===== src/sv/ssfl_pkg.sv =====
// shared types, codes and helpers for the substring search unit
`timescale 1ns / 1ps
`default_nettype none

package ssfl_pkg;

    typedef enum logic [1:0] {
        ACT_CLEAR  = 2'd0,
        ACT_APPEND = 2'd1,
        ACT_TEXT   = 2'd2,
        ACT_FINISH = 2'd3
    } action_t;

    typedef enum logic [1:0] {
        ST_OK       = 2'd0,
        ST_PAT_OVF  = 2'd1,
        ST_TEXT_OVF = 2'd2
    } status_t;

    localparam int unsigned REG_CASE_FOLD  = 0;
    localparam int unsigned REG_FROM_END   = 1;
    localparam int unsigned CFG_INDEX_BITS = 2;

    localparam int unsigned PORT_CHAR_BITS = 16;
    localparam int unsigned POS_BITS       = 20;

    localparam logic [PORT_CHAR_BITS-1:0] CHAR_UPPER_A = 16'h0041;
    localparam logic [PORT_CHAR_BITS-1:0] CHAR_UPPER_Z = 16'h005A;
    localparam logic [PORT_CHAR_BITS-1:0] CHAR_LOWER_A = 16'h0061;

    typedef struct packed {
        logic restart;
        logic step;
        logic fold;
    } cell_ctrl_t;

    function automatic logic [PORT_CHAR_BITS-1:0] fold_char(
        input logic [PORT_CHAR_BITS-1:0] c,
        input logic                      en
    );
        logic [PORT_CHAR_BITS-1:0] r;
        r = c;
        if (en && c >= CHAR_UPPER_A && c <= CHAR_UPPER_Z) begin
            r = c - CHAR_UPPER_A + CHAR_LOWER_A;
        end
        return r;
    endfunction

endpackage

`default_nettype wire


===== src/sv/ssfl_cell.sv =====
// one pattern position: stored character and its partial-match bit
`timescale 1ns / 1ps
`default_nettype none

module ssfl_cell #(
    parameter int unsigned CW = 16
) (
    input  wire                                  aclk,
    input  wire                                  aresetn,
    input  ssfl_pkg::cell_ctrl_t                 ctrl,
    input  wire                                  load,
    input  wire  [CW-1:0]                        load_char,
    input  wire                                  active,
    input  wire                                  last,
    input  wire  [ssfl_pkg::PORT_CHAR_BITS-1:0]  text_char,
    input  wire                                  prev_match,
    output logic                                 match,
    output logic                                 tail_hit
);
    import ssfl_pkg::*;

    logic [CW-1:0] char_reg;
    logic          match_reg;
    logic          match_next;
    logic          eq;

    assign eq = fold_char(PORT_CHAR_BITS'(char_reg), ctrl.fold) == text_char;

    always_comb begin
        match_next = match_reg;
        if (ctrl.restart) begin
            match_next = 1'b0;
        end else if (ctrl.step) begin
            match_next = active && prev_match && eq;
        end
    end

    always_ff @(posedge aclk) begin
        if (!aresetn) begin
            match_reg <= 1'b0;
        end else begin
            match_reg <= match_next;
        end
    end

    always_ff @(posedge aclk) begin
        if (load) begin
            char_reg <= load_char;
        end
    end

    assign match    = match_reg;
    assign tail_hit = ctrl.step && active && last && prev_match && eq;

endmodule

`default_nettype wire


===== src/sv/substring_search_first_or_last_unit.sv =====
// top level: pattern cell chain, search bookkeeping and result queue
//
// Exact substring search over a stream of 16-bit characters. Pattern
// characters are loaded one word at a time into a chain of MAX_PATTERN
// cells; each text word is compared against every cell at once and the
// partial-match bits move one cell along, so one word is taken every
// cycle while not stalled. A finish word produces one result word. The
// result side holds two words, so input stalls only when two results
// are waiting untaken. case_fold folds A-Z to a-z on both sides;
// search_from_end selects the rightmost instead of the leftmost match.
`timescale 1ns / 1ps
`default_nettype none

module substring_search_first_or_last_unit #(
    parameter int unsigned MAX_PATTERN     = 32,
    parameter int unsigned TEXT_INDEX_BITS = 20,
    parameter int unsigned CHAR_BITS       = 16
) (
    input  wire                                  aclk,
    input  wire                                  aresetn,
    input  wire                                  s_tvalid,
    output logic                                 s_tready,
    input  wire  [15:0]                          s_tdata,   // char_value
    input  wire  [1:0]                           s_tuser,   // action
    output logic                                 m_tvalid,
    input  wire                                  m_tready,
    output logic [23:0]                          m_tdata,   // found, position, zero pad
    output logic [1:0]                           m_tuser,   // status
    input  wire                                  cfg_valid,
    output logic                                 cfg_ready,
    input  wire  [ssfl_pkg::CFG_INDEX_BITS-1:0]  cfg_index,
    input  wire                                  cfg_data
);
    import ssfl_pkg::*;

    localparam int unsigned CW  = (CHAR_BITS < PORT_CHAR_BITS) ? CHAR_BITS : PORT_CHAR_BITS;
    localparam int unsigned LW  = $clog2(MAX_PATTERN + 1);
    localparam int unsigned TIB = TEXT_INDEX_BITS;

    logic           fold_reg, from_end_reg;
    logic [LW-1:0]  len_reg, len_next;
    logic           povf_reg, povf_next;
    logic           tovf_reg, tovf_next;
    logic [TIB-1:0] count_reg, count_next;
    logic           hit_seen_reg, hit_seen_next;
    logic [TIB-1:0] hit_pos_reg, hit_pos_next;

    logic                out_valid_reg, out_valid_next;
    logic                skid_valid_reg, skid_valid_next;
    logic [POS_BITS:0]   out_data_reg, out_data_next;
    logic [POS_BITS:0]   skid_data_reg, skid_data_next;
    status_t             out_status_reg, out_status_next;
    status_t             skid_status_reg, skid_status_next;

    logic                      s_fire, m_fire;
    action_t                   action;
    logic [CW-1:0]             char_in;
    logic [PORT_CHAR_BITS-1:0] text_folded;
    cell_ctrl_t                ctrl;
    logic                      text_full;
    logic [MAX_PATTERN-1:0]    match, tail, load, active, last;
    logic                      any_tail;
    logic [TIB-1:0]            start_pos;
    logic                      res_found;
    logic [POS_BITS-1:0]       res_pos;
    status_t                   res_status;

    assign s_fire      = s_tvalid && s_tready;
    assign m_fire      = m_tvalid && m_tready;
    assign action      = action_t'(s_tuser);
    assign char_in     = s_tdata[CW-1:0];
    assign text_folded = fold_char(PORT_CHAR_BITS'(char_in), fold_reg);
    assign text_full   = &count_reg;
    assign start_pos   = count_reg + TIB'(1) - TIB'(len_reg);
    assign any_tail    = |tail;

    assign ctrl.fold    = fold_reg;
    assign ctrl.step    = s_fire && (action == ACT_TEXT) && !text_full;
    assign ctrl.restart = s_fire && (action != ACT_TEXT);

    genvar k;
    generate
        for (k = 0; k < MAX_PATTERN; k++) begin : g_cell
            assign load[k]   = s_fire && (action == ACT_APPEND) && (len_reg == LW'(k));
            assign active[k] = LW'(k) < len_reg;
            assign last[k]   = LW'(k + 1) == len_reg;
            ssfl_cell #(.CW(CW)) u_cell (
                .aclk       (aclk),
                .aresetn    (aresetn),
                .ctrl       (ctrl),
                .load       (load[k]),
                .load_char  (char_in),
                .active     (active[k]),
                .last       (last[k]),
                .text_char  (text_folded),
                .prev_match ((k == 0) ? 1'b1 : match[(k == 0) ? 0 : k - 1]),
                .match      (match[k]),
                .tail_hit   (tail[k])
            );
        end
    endgenerate

    always_comb begin
        res_found  = 1'b0;
        res_pos    = '0;
        res_status = ST_OK;
        priority if (povf_reg) begin
            res_status = ST_PAT_OVF;
        end else if (tovf_reg) begin
            res_status = ST_TEXT_OVF;
        end else if (len_reg == '0) begin
            res_found = 1'b1;
            res_pos   = from_end_reg ? POS_BITS'(count_reg) : '0;
        end else if (hit_seen_reg) begin
            res_found = 1'b1;
            res_pos   = POS_BITS'(hit_pos_reg);
        end
    end

    always_comb begin
        len_next      = len_reg;
        povf_next     = povf_reg;
        tovf_next     = tovf_reg;
        count_next    = count_reg;
        hit_seen_next = hit_seen_reg;
        hit_pos_next  = hit_pos_reg;
        if (s_fire) begin
            unique case (action)
                ACT_CLEAR: begin
                    len_next  = '0;
                    povf_next = 1'b0;
                end
                ACT_APPEND: begin
                    if (len_reg < LW'(MAX_PATTERN)) begin
                        len_next = len_reg + LW'(1);
                    end else begin
                        povf_next = 1'b1;
                    end
                end
                ACT_TEXT: begin
                    if (text_full) begin
                        tovf_next = 1'b1;
                    end else begin
                        count_next = count_reg + TIB'(1);
                        if (any_tail && (from_end_reg || !hit_seen_reg)) begin
                            hit_seen_next = 1'b1;
                            hit_pos_next  = start_pos;
                        end
                    end
                end
                ACT_FINISH: begin
                end
                default: begin
                end
            endcase
            if (action != ACT_TEXT) begin
                tovf_next     = 1'b0;
                count_next    = '0;
                hit_seen_next = 1'b0;
                hit_pos_next  = '0;
            end
        end
    end

    always_comb begin
        out_valid_next   = out_valid_reg;
        out_data_next    = out_data_reg;
        out_status_next  = out_status_reg;
        skid_valid_next  = skid_valid_reg;
        skid_data_next   = skid_data_reg;
        skid_status_next = skid_status_reg;
        if (m_fire) begin
            if (skid_valid_reg) begin
                out_data_next   = skid_data_reg;
                out_status_next = skid_status_reg;
                skid_valid_next = 1'b0;
            end else begin
                out_valid_next = 1'b0;
            end
        end
        if (s_fire && action == ACT_FINISH) begin
            if (out_valid_reg && !m_fire) begin
                skid_valid_next  = 1'b1;
                skid_data_next   = {res_pos, res_found};
                skid_status_next = res_status;
            end else begin
                out_valid_next  = 1'b1;
                out_data_next   = {res_pos, res_found};
                out_status_next = res_status;
            end
        end
    end

    always_ff @(posedge aclk) begin
        if (!aresetn) begin
            fold_reg       <= 1'b0;
            from_end_reg   <= 1'b0;
            len_reg        <= '0;
            povf_reg       <= 1'b0;
            tovf_reg       <= 1'b0;
            count_reg      <= '0;
            hit_seen_reg   <= 1'b0;
            hit_pos_reg    <= '0;
            out_valid_reg  <= 1'b0;
            skid_valid_reg <= 1'b0;
        end else begin
            if (cfg_valid && cfg_ready) begin
                if (cfg_index == CFG_INDEX_BITS'(REG_CASE_FOLD)) begin
                    fold_reg <= cfg_data;
                end
                if (cfg_index == CFG_INDEX_BITS'(REG_FROM_END)) begin
                    from_end_reg <= cfg_data;
                end
            end
            len_reg        <= len_next;
            povf_reg       <= povf_next;
            tovf_reg       <= tovf_next;
            count_reg      <= count_next;
            hit_seen_reg   <= hit_seen_next;
            hit_pos_reg    <= hit_pos_next;
            out_valid_reg  <= out_valid_next;
            skid_valid_reg <= skid_valid_next;
        end
    end

    always_ff @(posedge aclk) begin
        out_data_reg    <= out_data_next;
        out_status_reg  <= out_status_next;
        skid_data_reg   <= skid_data_next;
        skid_status_reg <= skid_status_next;
    end

    assign s_tready  = !skid_valid_reg;
    assign cfg_ready = 1'b1;
    assign m_tvalid  = out_valid_reg;
    assign m_tdata   = {(24 - POS_BITS - 1)'(0), out_data_reg};
    assign m_tuser   = out_status_reg;

endmodule

`default_nettype wire


===== config.mk =====
export PLATFORM = sky130hd
export DESIGN_NAME = substring_search_first_or_last_unit
export DESIGN_NICKNAME = d
export VERILOG_FILES = /design/src/sv/ssfl_pkg.sv /design/src/sv/ssfl_cell.sv /design/src/sv/substring_search_first_or_last_unit.sv
export SDC_FILE = /design/constraint.sdc
export NUM_CORES = 1
export LEC_CHECK = 0
export ABC_AREA = 1
export BUFFER_PORTS_ARGS = -buffer_cell sky130_fd_sc_hd__buf_2
export CAP_MARGIN = 20
export CORE_UTILIZATION = 44
export DETAILED_ROUTE_END_ITERATION = 10
export SLEW_MARGIN = 10
export SYNTH_ARGS = -nofsm -noshare
export SYNTH_HDL_FRONTEND = slang
export SYNTH_SLANG_ARGS = --single-unit

===== constraint.sdc =====
create_clock -name aclk -period 3.79 [get_ports aclk]
set_input_delay 0.758 -clock aclk [delete_from_list [all_inputs] [get_ports aclk]]
set_output_delay 0.758 -clock aclk [all_outputs]
set_load 0.01 [all_outputs]

==> key figures, run 1 <==
Placement
  – DP Area: 36880 um^2
  – Pre-CTS setup slack: 0.003054 ns
  – I/O Buffers: 50
  – DP HPWL: 68.16 mm
  – GPL Wtd Cong: 0.9450
  – Placed cells: 5005

Clock network
  – Cts hold-fix bufs: 0
  – Post-CTS setup buffer count: 0
  – Worst skew pair latency: 0.64 ns
  – CTS Sinks: 642
  – Max H-tree Level: 3
  – Clock slew seen by the registers of the worst setup and hold paths: 0.06 ns
  – Clock Tree Buf Depth: 3
  – CTS tree: built
  – Post-CTS Resized: 0
  – Root Buffer: clkbuf_16
  – CTS Buf Count: 74

Power and ir drop
  – Max VDD drop: 0.0003115 V
  – Leakage dissipation: 15.32 nW
  – PwrDens: 409.6 nW/um^2

STA
  – Max Clk Rate: 0.2842 GHz
  – Fin. Hold Viols: 0
  – Slew @ Worst Pin: 1.111 ns
  – Hold_ws: 0.4276 ns
  – Fin crit period: 3.518 ns
  – Max Clock Skew: 0.02737 ns
  – Period utilization: 0.9282
  – RSZ-0062 raised after global routing: no
  – Fin. max-slew vios: 0
  – Slew margin rel.: 0.2586
  – Final worst setup slack: 0.2719 ns
  – Setup violators final: 0

Synth
  – Yosys reg bits: 642
  – Post-synthesis async set-or-reset flop share: 0
  – Post-synth top flop: edfxtp_1
  – Number of synthesized flops with an enable pin: 535
  – Seq/Total Area, Yosys: 0.5330
  – Cells after Synth: 3883
  – Synth top area cells: edfxtp_1 (47%), nand2_1 (9.7%), dfxtp_1 (6.3%)
  – Mapped Avg Cell Area: 8.798 um^2
  – Yosys top cell by area: edfxtp_1
  – Netlist Area Pre-Place: 34160 um^2
  – Syn. warnings: 0
  – Synth top area share: 0.4703
  – Yosys cell types: 60

Floorplan
  – Die Height: 280.6 um
  – Die width: 280.6 um
  – Initial core utilization: 0.4476
  – Die Footprint: 78760 um^2
  – Cell row count: 101
  – IO Pins: 55
  – Core Box Area: 76330 um^2

Worst setup path
  – CP endpoint kind: register
  – R2r startpoint: len_reg[1]$_SDFFE_PN0P_
  – Setup Crit Path Kind: reg -> reg
  – Worst R2R Path Depth: 20
  – Internal reg-to-reg setup slack: 0.27 ns
  – Arrival time at the worst endpoint: 4.06 ns
  – Worst EP required: 4.33 ns
  – Worst setup SP type: register
  – R2R Path End: hit_pos_reg[15]$_SDFFE_PN0P_
  – Worst-path fanout max: 21

Global routing
  – GRT Resource Usage Total: 0.2668
  – Largest net degree at the start of global routing: 66
  – Initial antenna violation count: 1
  – GRT overflow: 0
  – First-pass GRT wire length: 156.6 mm
  – Vias in the first global route: 25.73k

Detailed routing
  – WL per Instance: 20.35 um
  – Vias per inst: 5.340
  – DR pass1 iterations: 6
  – Antenna viol nets, final: 0
  – WL final: 104.6 mm
  – DRC Markers: 0
  – Vias: 27.45k
  – Iter 0 DRT Violations: 2786

Layout
  – Fraction of layout instances using a drive strength above 1: 0.1085
  – Syn-to-layout area delta: 14.87%
  – Max FFs per register: 512
  – Nets: 4121
  – Final core occ: 0.5141
  – Final instance area: 39240 um^2
  – Ant diodes: 0
  – Layout Cells excl Fill: 5141
  – Most common cell after layout, fill and taps aside: nand2_1
  – Fill count: 7067
  – Most frequent cells in the layout: nand2_1 (881), nor2_1 (541), edfxtp_1 (535)

Worst hold path
  – HP Class: in -> reg
  – Hold path depth: 3
  – Hold Startpoint: aresetn
  – Worst Hold End: hit_seen_reg$_SDFFE_PN0P_

Run
  – Max Cap Violations: 0

Run status
  – Status: completed
[kinds of logic (layout without fill, tap and decap cells)]
family / count (synthesis) / in the layout / share of synthesized area
other cells: 2 / 4 / 0.0002198
simple gates: 1945 / 1945 / 0.2450
xor+xnor: 249 / 249 / 0.06406
fa+ha+maj: 44 / 44 / 0.01634
compound gates: 409 / 409 / 0.07124
buf+inv: 592 / 818 / 0.07021
flops: 642 / 642 / 0.5330
[worst max-delay path: stages (launching register included)]
cell and delay, ns:
dfxtp_1 0.38, inv_1 0.08, buf_4 0.18, ha_1 0.52
inv_1 0.30, nor2_1 0.37, nor3_1 0.14, nand3_1 0.10
nor2_1 0.04, nand3_1 0.07, nor2_1 0.06, nand4_1 0.10
nand2_1 0.06, inv_1 0.09, nand2_1 0.10, nor2_2 0.17
nand2_2 0.13, nand2_2 0.10, buf_12 0.19, nand3_2 0.08
a21oi_2 0.15
[final cells by class]
| class | instances | area (um^2) | share of cell area |
|---|---|---|---|
| Multi-Input combinational cell | 2651 | 13660 | 0.3482 |
| Clock buffer | 100 | 2021 | 0.05150 |
| Tap cell | 1030 | 1289 | 0.03284 |
| Timing Repair Buffer | 234 | 2041 | 0.05201 |
| Clock inverter | 36 | 335.3 | 0.008545 |
| Inverter | 448 | 1683 | 0.04289 |
| Sequential cell | 642 | 18210 | 0.4640 |
[power breakdown]
part	leakage, nW	switching, W	internal, W
Sequential	5.69	0.0000396	0.00771
Combinational	8.48	0.000848	0.000393
Clock	1.14	0.00298	0.00410
[synthesized netlist by cell type, types with 9 or more instances]
cell type,n
a21oi_1,96
o21ai_0,159
buf_4,10
clkbuf_1,71
inv_1,432
buf_2,43
a221oi_1,12
xnor2_1,113
inv_2,11
and2_0,11
ha_1,43
buf_1,9
nand3_2,21
nor3_1,89
nand2_1,881
edfxtp_1,535
o211ai_1,10
a21oi_2,20
nand4_1,94
or2_2,21
o2111ai_1,16
nand3_1,215
o22ai_1,38
dfxtp_1,107
a31oi_1,22
nor4_1,15
nor2_1,545
nand3b_1,32
xor2_1,135
[how the worst max path moves through the flow]
| stage | startpoint | end | slack (ns) | cells after the start |
|---|---|---|---|---|
| 2_1_floorplan | s_tuser[0] | g_cell[14].u_cell.char_reg[0]$_DFFE_PP_ | 0.83 | 7 |
| 3_3_place_gp | s_tdata[2] | hit_pos_reg[7]$_SDFFE_PN0P_ | -0.08 | 15 |
| 3_5_place_dp | s_tdata[12] | hit_seen_reg$_SDFFE_PN0P_ | 0.003 | 25 |
| 4_1_cts | count_reg[0]$_SDFFE_PN0P_ | hit_pos_reg[19]$_SDFFE_PN0P_ | 0.27 | 18 |
| 5_1_grt | count_reg[0]$_SDFFE_PN0P_ | hit_seen_reg$_SDFFE_PN0P_ | 0.03 | 21 |
| 6_report | len_reg[1]$_SDFFE_PN0P_ | hit_pos_reg[15]$_SDFFE_PN0P_ | 0.27 | 20 |
[per-layer routing]
layer	GRT usage	vias to the layer above	wire length (um)
li1	-	13250	-
met1	0.3680	12980	45780
met4	0.08841	0	3353
met3	0.03689	189	7622
met2	0.4315	1028	47870
met5	0	-	0
[stage by stage]
step,TNS [ns],power (W)
2_1_floorplan,0,0.008515
3_3_place_gp,-1.629,0.009128
3_5_place_dp,0,0.009136
4_1_cts,0,0.01616
5_1_grt,0,0.01652
6_report,0,0.01607
Power figures use the tool's default switching activity.
==> run 2: changes to the inputs <==
Settings changed: CELL_PAD_IN_SITES_DETAIL_PLACEMENT set to 1, CELL_PAD_IN_SITES_GLOBAL_PLACEMENT set to 1, PLACE_DENSITY set to 0.73.
==> key figures, run 2 (synthesized netlist as in run 1, its figures left out) <==
Run status
  – Status: completed

Clock network
  – Max H-tree Level: 3
  – Clock Tree Buf Depth: 3
  – CTS Sinks: 642
  – Root Buffer: clkbuf_16
  – Clock slew seen by the registers of the worst setup and hold paths: 0.06 ns
  – Worst skew pair latency: 0.63 ns
  – CTS Buf Count: 75
  – CTS tree: built

Layout
  – Fraction of layout instances using a drive strength above 1: 0.1115
  – Sequential cell area: 18210 um^2
  – Ant diodes: 0
  – Most common cell after layout, fill and taps aside: nand2_1
  – Fill count: 8953
  – Max FFs per register: 512
  – Final core occ: 0.5160
  – Nets: 4125
  – Syn-to-layout area delta: 15.28%
  – Layout Cells excl Fill: 5145
  – Multi-input gate area: 13690 um^2
  – Most frequent cells in the layout: nand2_1 (880), nor2_1 (540), edfxtp_1 (535)

STA
  – Period utilization: 0.9459
  – Fin crit period: 3.585 ns
  – RSZ-0062 raised after global routing: no
  – Fin. Hold Viols: 0
  – Max Clk Rate: 0.2790 GHz
  – Slew @ Worst Pin: 1.088 ns
  – Setup violators final: 0
  – Slew margin rel.: 0.2737
  – Hold_ws: 0.4069 ns
  – Final worst setup slack: 0.2052 ns
  – Fin. max-slew vios: 0
  – Max Clock Skew: 0.01595 ns

Placement
  – Placed cells: 5008
  – GPL Wtd Cong: 0.9149
  – Pre-CTS setup slack: -0.2313 ns
  – DP HPWL: 79.60 mm
  – I/O Buffers: 50

Global routing
  – GRT Resource Usage Total: 0.3006
  – Vias in the first global route: 29.53k
  – GRT overflow: 0
  – Initial antenna violation count: 3
  – Largest net degree at the start of global routing: 63
  – First-pass GRT wire length: 177.9 mm
  – GRT Max-Usage Layer: met2
  – Met2 Usage GRT: 0.5174
  – M1 GR Usage: 0.3856
  – Met3 Use GR: 0.04097

Detailed routing
  – WL final: 117.2 mm
  – Vias per inst: 5.501
  – DRC Markers: 0
  – Vias: 28.30k
  – Iter 0 DRT Violations: 1952
  – DR pass1 iterations: 5
  – WL per Instance: 22.78 um
  – Antenna viol nets, final: 0

Worst setup path
  – Critical Path Slowest Stage Cell: dfxtp_4
  – Worst Path Buf+Inv: 2
  – CP cell instances: nand2_1 > nor2_1 > nand3_1 > nor2_2 > nand2_1 > nand2_2 > buf_12 > nand3_1 > o21ai_0 > nor2_1 > nand3_1 > nor2_1 > nand3_1 > nand2_1 > nor2_1 > nand2_1 > nor2_1 > nand2_2 > nand2_2 > buf_12 > nand3_2 > a21oi_2
  – Worst EP required: 4.34 ns
  – CP endpoint kind: register
  – Worst setup SP type: register
  – Arrival time at the worst endpoint: 4.13 ns
  – Worst-path fanout max: 21
  – Critical path's top delay family: simple AND/OR/NAND/NOR gates
  – Worst path most repeated cell: nor2_1
  – Setup Crit Path Kind: reg -> reg
  – Crit-path max cell delay: 0.46 ns

Worst hold path
  – HP Class: in -> reg

Floorplan
  – Die Height: 280.6 um
  – Initial core utilization: 0.4476
  – Core Box Area: 76330 um^2
  – IO Pins: 55
  – Die width: 280.6 um
  – Die Footprint: 78760 um^2
  – Cell row count: 101

Power and ir drop
  – Max VDD drop: 0.0003418 V
  – Leakage dissipation: 15.39 nW
  – PwrDens: 415.0 nW/um^2
  – Final Power: 0.01634 W

Run
  – Max Cap Violations: 0
run 2: cell count changes in the layout (fill, tap and decap cells not counted), sizes merged:
cell and delta:
buf +3, bufinv -1, inv -5, clkinvlp -2
clkbuf +16, clkinv -7
run 2: metal layers:
metal,vias to the layer above,wire length (um)
li1,13250,-
met1,14070,50240
met2,766,56600
met3,215,6226
met4,2,4104
met5,-,12
run 2: repair_timing:
| item | 4_1_cts | 5_1_grt |
|---|---|---|
| hold buffers | 0 | 0 |
| setup endpoints to repair | 0 | 21 |
| resized for setup | 0 | 7 |
| buffers inserted | 0 | 0 |
run 2: final cells by class:
| class | count | area share |
|---|---|---|
| tap | 1030 | 0.03272 |
| inverter | 448 | 0.04273 |
| multi-input combinational | 2651 | 0.3476 |
| timing repair buffer | 237 | 0.05198 |
| sequential | 642 | 0.4624 |
| clock buffer | 116 | 0.05735 |
| clock inverter | 21 | 0.005242 |
run 2: stage by stage:
stage / setup TNS, ns / instance area [um^2]
2_1_floorplan: 0 / 34170
3_3_place_gp: -2.989 / 36890
3_5_place_dp: -4.534 / 36890
4_1_cts: 0 / 39350
5_1_grt: 0 / 39380
6_report: 0 / 39380
run 2: worst reg2reg max path, cell delays in order, from the launching register on:
cell	delay [ns]
dfxtp_4	0.46
nand2_1	0.09
nor2_1	0.16
nand3_1	0.18
nor2_2	0.22
nand2_1	0.12
nand2_2	0.16
buf_12	0.19
nand3_1	0.10
o21ai_0	0.08
nor2_1	0.07
nand3_1	0.06
nor2_1	0.05
nand3_1	0.08
nand2_1	0.16
nor2_1	0.22
nand2_1	0.08
nor2_1	0.29
nand2_2	0.16
nand2_2	0.11
buf_12	0.21
nand3_2	0.12
a21oi_2	0.15
run 2: where the power goes:
group / switching, W / total [W] / internal (W)
Clock: 0.00295 / 0.00732 / 0.00437
Combinational: 0.000877 / 0.00127 / 0.000393
Sequential: 0.0000410 / 0.00775 / 0.00771
Total: 0.00387 / 0.0163 / 0.0125
run 2: final timing paths:
| check | from | end | slack [ns] | cells after the start |
|---|---|---|---|---|
| max reg2reg | fold_reg$_SDFFE_PN0P_ | hit_pos_reg[19]$_SDFFE_PN0P_ | 0.21 | 22 |
| min reg2reg | count_reg[19]$_SDFFE_PN0P_ | count_reg[19]$_SDFFE_PN0P_ | 0.47 | 2 |
| min | cfg_data | fold_reg$_SDFFE_PN0P_ | 0.41 | 3 |
| max | fold_reg$_SDFFE_PN0P_ | hit_pos_reg[19]$_SDFFE_PN0P_ | 0.21 | 22 |
